[config.mk]
export PLATFORM = sky130hd
export DESIGN_NAME = ams_front
export DESIGN_NICKNAME = d
export VERILOG_FILES = /design/src/sv/ams_pkg.sv /design/src/sv/ams_front.sv
export SDC_FILE = /design/constraint.sdc
export NUM_CORES = 1
export LEC_CHECK = 0
export ABC_AREA = 1
export BUFFER_PORTS_ARGS = -buffer_cell sky130_fd_sc_hd__buf_2
export CORE_ASPECT_RATIO = 0.8
export CORE_MARGIN = 5
export CORE_UTILIZATION = 52
export CTS_CLUSTER_DIAMETER = 150
export DETAILED_ROUTE_END_ITERATION = 8
export PLACE_DENSITY = 0.79
export SLEW_MARGIN = 20
export SYNTH_ARGS = -nofsm -noshare
export SYNTH_HDL_FRONTEND = slang
export SYNTH_SLANG_ARGS = --single-unit
[constraint.sdc]
create_clock -name clk -period 4.8 [get_ports clk]
set_input_delay 0.48 -clock clk [delete_from_list [all_inputs] [get_ports clk]]
set_output_delay 0.48 -clock clk [all_outputs]
set_load 0.03 [all_outputs]
[src/sv/ams_pkg.sv]
// Package: shared types, opcodes and status codes for the accumulator machine.
package ams_pkg;
    localparam int MEM_WORDS_DEF = 256;

    localparam logic [31:0] OP_ADD    = 32'd1;
    localparam logic [31:0] OP_SUB    = 32'd2;
    localparam logic [31:0] OP_MUL    = 32'd3;
    localparam logic [31:0] OP_DIV    = 32'd4;
    localparam logic [31:0] OP_JMP    = 32'd5;
    localparam logic [31:0] OP_JMPN   = 32'd6;
    localparam logic [31:0] OP_JMPP   = 32'd7;
    localparam logic [31:0] OP_JMPZ   = 32'd8;
    localparam logic [31:0] OP_COPY   = 32'd9;
    localparam logic [31:0] OP_LOAD   = 32'd10;
    localparam logic [31:0] OP_STORE  = 32'd11;
    localparam logic [31:0] OP_INPUT  = 32'd12;
    localparam logic [31:0] OP_OUTPUT = 32'd13;
    localparam logic [31:0] OP_STOP   = 32'd14;

    localparam logic [2:0] ST_OK      = 3'd0;
    localparam logic [2:0] ST_HALT    = 3'd1;
    localparam logic [2:0] ST_DIV0    = 3'd2;
    localparam logic [2:0] ST_BADOP   = 3'd3;
    localparam logic [2:0] ST_BADADDR = 3'd4;

    typedef struct packed {
        logic        req_type;
        logic [7:0]  load_address;
        logic [31:0] load_word;
        logic [31:0] input_value;
    } req_t;

    typedef struct packed {
        logic [7:0]  prog_counter;
        logic [31:0] accum_value;
        logic        out_valid;
        logic [31:0] out_value;
        logic [2:0]  status;
    } rsp_t;
endpackage

[src/sv/ams_front.sv]
// Front end: accepts items into a short queue for the execution engine.
module ams_front (
    input  logic           clk,
    input  logic           rst_n,
    input  logic           push,
    output logic           full,
    input  ams_pkg::req_t  in_req,
    output logic           q_valid,
    output ams_pkg::req_t  q_req,
    input  logic           q_take
);
    import ams_pkg::*;

    req_t       slot_reg [2];
    logic       wr_ptr_reg, rd_ptr_reg;
    logic [1:0] count_reg;

    assign full    = (count_reg == 2'd2);
    assign q_valid = (count_reg != 2'd0);
    assign q_req   = slot_reg[rd_ptr_reg];

    always_ff @(posedge clk)
    begin
        if (push && !full)
        begin
            slot_reg[wr_ptr_reg] <= in_req;
        end
    end

    always_ff @(posedge clk or negedge rst_n)
    begin
        if (!rst_n)
        begin
            wr_ptr_reg <= 1'b0;
            rd_ptr_reg <= 1'b0;
            count_reg  <= 2'd0;
        end
        else
        begin
            if (push && !full)
            begin
                wr_ptr_reg <= ~wr_ptr_reg;
            end
            if (q_take && q_valid)
            begin
                rd_ptr_reg <= ~rd_ptr_reg;
            end
            count_reg <= count_reg + 2'(push && !full) - 2'(q_take && q_valid);
        end
    end

`ifndef ASSERT_OFF
    a_no_overflow: assert property (@(posedge clk) disable iff (!rst_n)
        count_reg <= 2'd2) else $error("queue count overflow");
    a_take_valid: assert property (@(posedge clk) disable iff (!rst_n)
        q_take |-> q_valid) else $error("take from empty queue");
    a_cnt_track: assert property (@(posedge clk) disable iff (!rst_n)
        (push && !full && !q_take) |=> count_reg == $past(count_reg) + 2'd1)
        else $error("queue count did not advance");
`endif
endmodule

==> impl_metrics.ini <==
[clock_network]
cts_buffers = 17
cts_sinks = 150
h-tree-depth = 4
path_clk_slew_ns = 0.06
clock_latency_ns = 0.40
cts_tree = done
cts-root-buf = clkbuf_16
cts_buffer_depth = 2

[timing]
period_share_pct = 55.20
slew_violations = 0
fmaxAchievable_mhz = 377.4
finalCriticalPeriod_ns = 2.650
final.setup.tns_ns = 0
hold_violations = 0
fin_skew_ns = 0.005998
max_slew_margin_pct = 36.55
worst_pin_slew_ns = 0.9517
rsz0062_at_grt = no
setup_viol = 0

[layout]
drive_gt1_share_pct = 32.08
layout.nets = 652
layout.cells.non_filler = 726
stdcell_area_um2 = 7004
diodes = 0
area_growth_pct = 25.66
final_core_util_pct = 67.58
largest_reg_flops = 146

[setup_path]
worstPathRequired_ns = 4.32
arrival_ns = 2.17
reg2reg_depth = 4
critPathKind = flip-flop to output port
cp-end-kind = output port
start_kind = flip-flop
worstPathMaxFanout = 38

[detailed_routing]
drt-wirelength-per-cell_um = 14.60
via_per_inst = 4.788
route.detailed.drc = 0
drtIter0Drc = 185
drt_wl_total_um = 10600
num_vias = 3476
antenna_left = 0
dr.pass1.iters = 4

[floorplanning]
coreArea_um2 = 10360
dieArea_um2 = 12900
rows = 33
die_w_um = 125.8
fp.dieH_um = 102.6
start_util_pct = 53.78
io_pins = 152

[synth]
synth_cells = 414
synthArstFlopShare_pct = 2.667
synth_warnings = 0
ys_types = 11
synth_area_um2 = 5574
synth_common_cells = nand2_1 (232), edfxtp_1 (146), inv_1 (9)
seq_area_frac_synth_pct = 80.45
postSynthAreaPerCell_um2 = 13.46
synthTopCellsByArea = edfxtp_1 (79%), nand2_1 (16%), dfrtp_1 (1.8%)
synth-seq-cells = 150
yosysMostFrequentCell = nand2_1
synth_top_area_share_pct = 78.65
ys.flop_type = edfxtp_1
synth_largest_area_cell = edfxtp_1
synth-edff-count = 146
synth_nets = 493

[placed_design]
placed_cell_area_um2 = 6406
placed_cells = 693
place_congestion = 0.7694
dp_hpwl_um = 6781
io_buffer_count = 151

[grt]
grt_max_degree = 75
grt_use_total_pct = 16.86
antenna_found_initial = 0
grt-ovfl-total = 0
grt_pass1_wl_um = 16620
grt_pass1_vias = 3518

[pwr]
power.density_nw_per_um2 = 710.2
p_leak_nw = 3.078
total_power_w = 0.004974
vdd_drop_max_uv = 464.4

[status]
status = finished, final reports clean

[hold_path]
min_path_cells = 1
hold_path.class = input pin to flip-flop

[flow_run]
maxCapViolCount = 0
## final cells by class
cell class	count	area (um^2)
well taps	140	175.2
fillers	776	3359
repair buffers	156	795.8
inverters	10	37.54
flip-flops and latches	150	4486
clock buffers	19	432.9
clock inverters	13	155.1
multi-input cells	238	922.1
## placed cells by master, fill, tap and decap left out
cell,n
ha_1,2
clkinv_2,4
nor2_4,1
clkinvlp_4,2
buf_4,4
bufinv_16,3
nand2_1,232
clkbuf_1,2
inv_1,8
clkinv_1,1
clkinv_4,2
inv_2,2
dlygate4sd3_1,1
inv_6,1
dfrtp_2,1
buf_2,151
clkbuf_16,17
edfxtp_1,146
nand3_1,3
dfrtp_1,3
## worst max-delay path, cell delays in order, from the launching register on
cell	delay, ns
dfrtp_2	0.41
inv_2	0.45
buf_4	0.47
nand2_1	0.12
nand2_1	0.10
buf_2	0.20
## through the flow
stage	hold WS, ns	setup WS (ns)
2_1_floorplan	0.1844	0.6845
3_3_place_gp	0.2907	2.567
3_5_place_dp	0.2943	2.526
4_1_cts	0.2396	2.062
5_1_grt	0.2404	1.923
6_report	0.2599	2.150
## repair_timing
action	in CTS	in global routing
hold buffers	1	0
setup buffers	0	0
resized for setup	0	0
endpoints found under the hold margin	4	0
## report_power, final
group	switching, W	internal, W
clock network	0.000488	0.000814
registers	0.0000679	0.00179
logic	0.00139	0.000423
## layer usage
metal,GRT usage [%],vias up,part of all wire (%)
li1,-,1702,-
met2,27.57,142,47
met1,19.94,1612,42
met4,8.821,0,2.1
met5,0,-,0
met3,6.266,20,9.2
## kinds of logic (layout without fill, tap and decap cells)
family / Yosys count / count (layout) / synth area share [%]
adders and majority gates: 2 / 2 / 0.4489
and+or+nand+nor: 236 / 236 / 15.96
DFF: 150 / 150 / 80.45
buffers and inverters: 26 / 198 / 3.142
## path summary, 6_finish.rpt
kind                               from              end  slack [ns]
setup / recovery             rd_ptr_reg        q_req[49]        2.15
hold / removal               in_req[28]  slot_reg[0][28]        0.26
setup reg to reg           count_reg[1]  slot_reg[0][58]        2.63
hold reg to reg              wr_ptr_reg       wr_ptr_reg        0.50
max in group asynchronous         rst_n       rd_ptr_reg        4.25
min in group asynchronous         rst_n     count_reg[1]        0.41
Power figures use the tool's default switching activity.
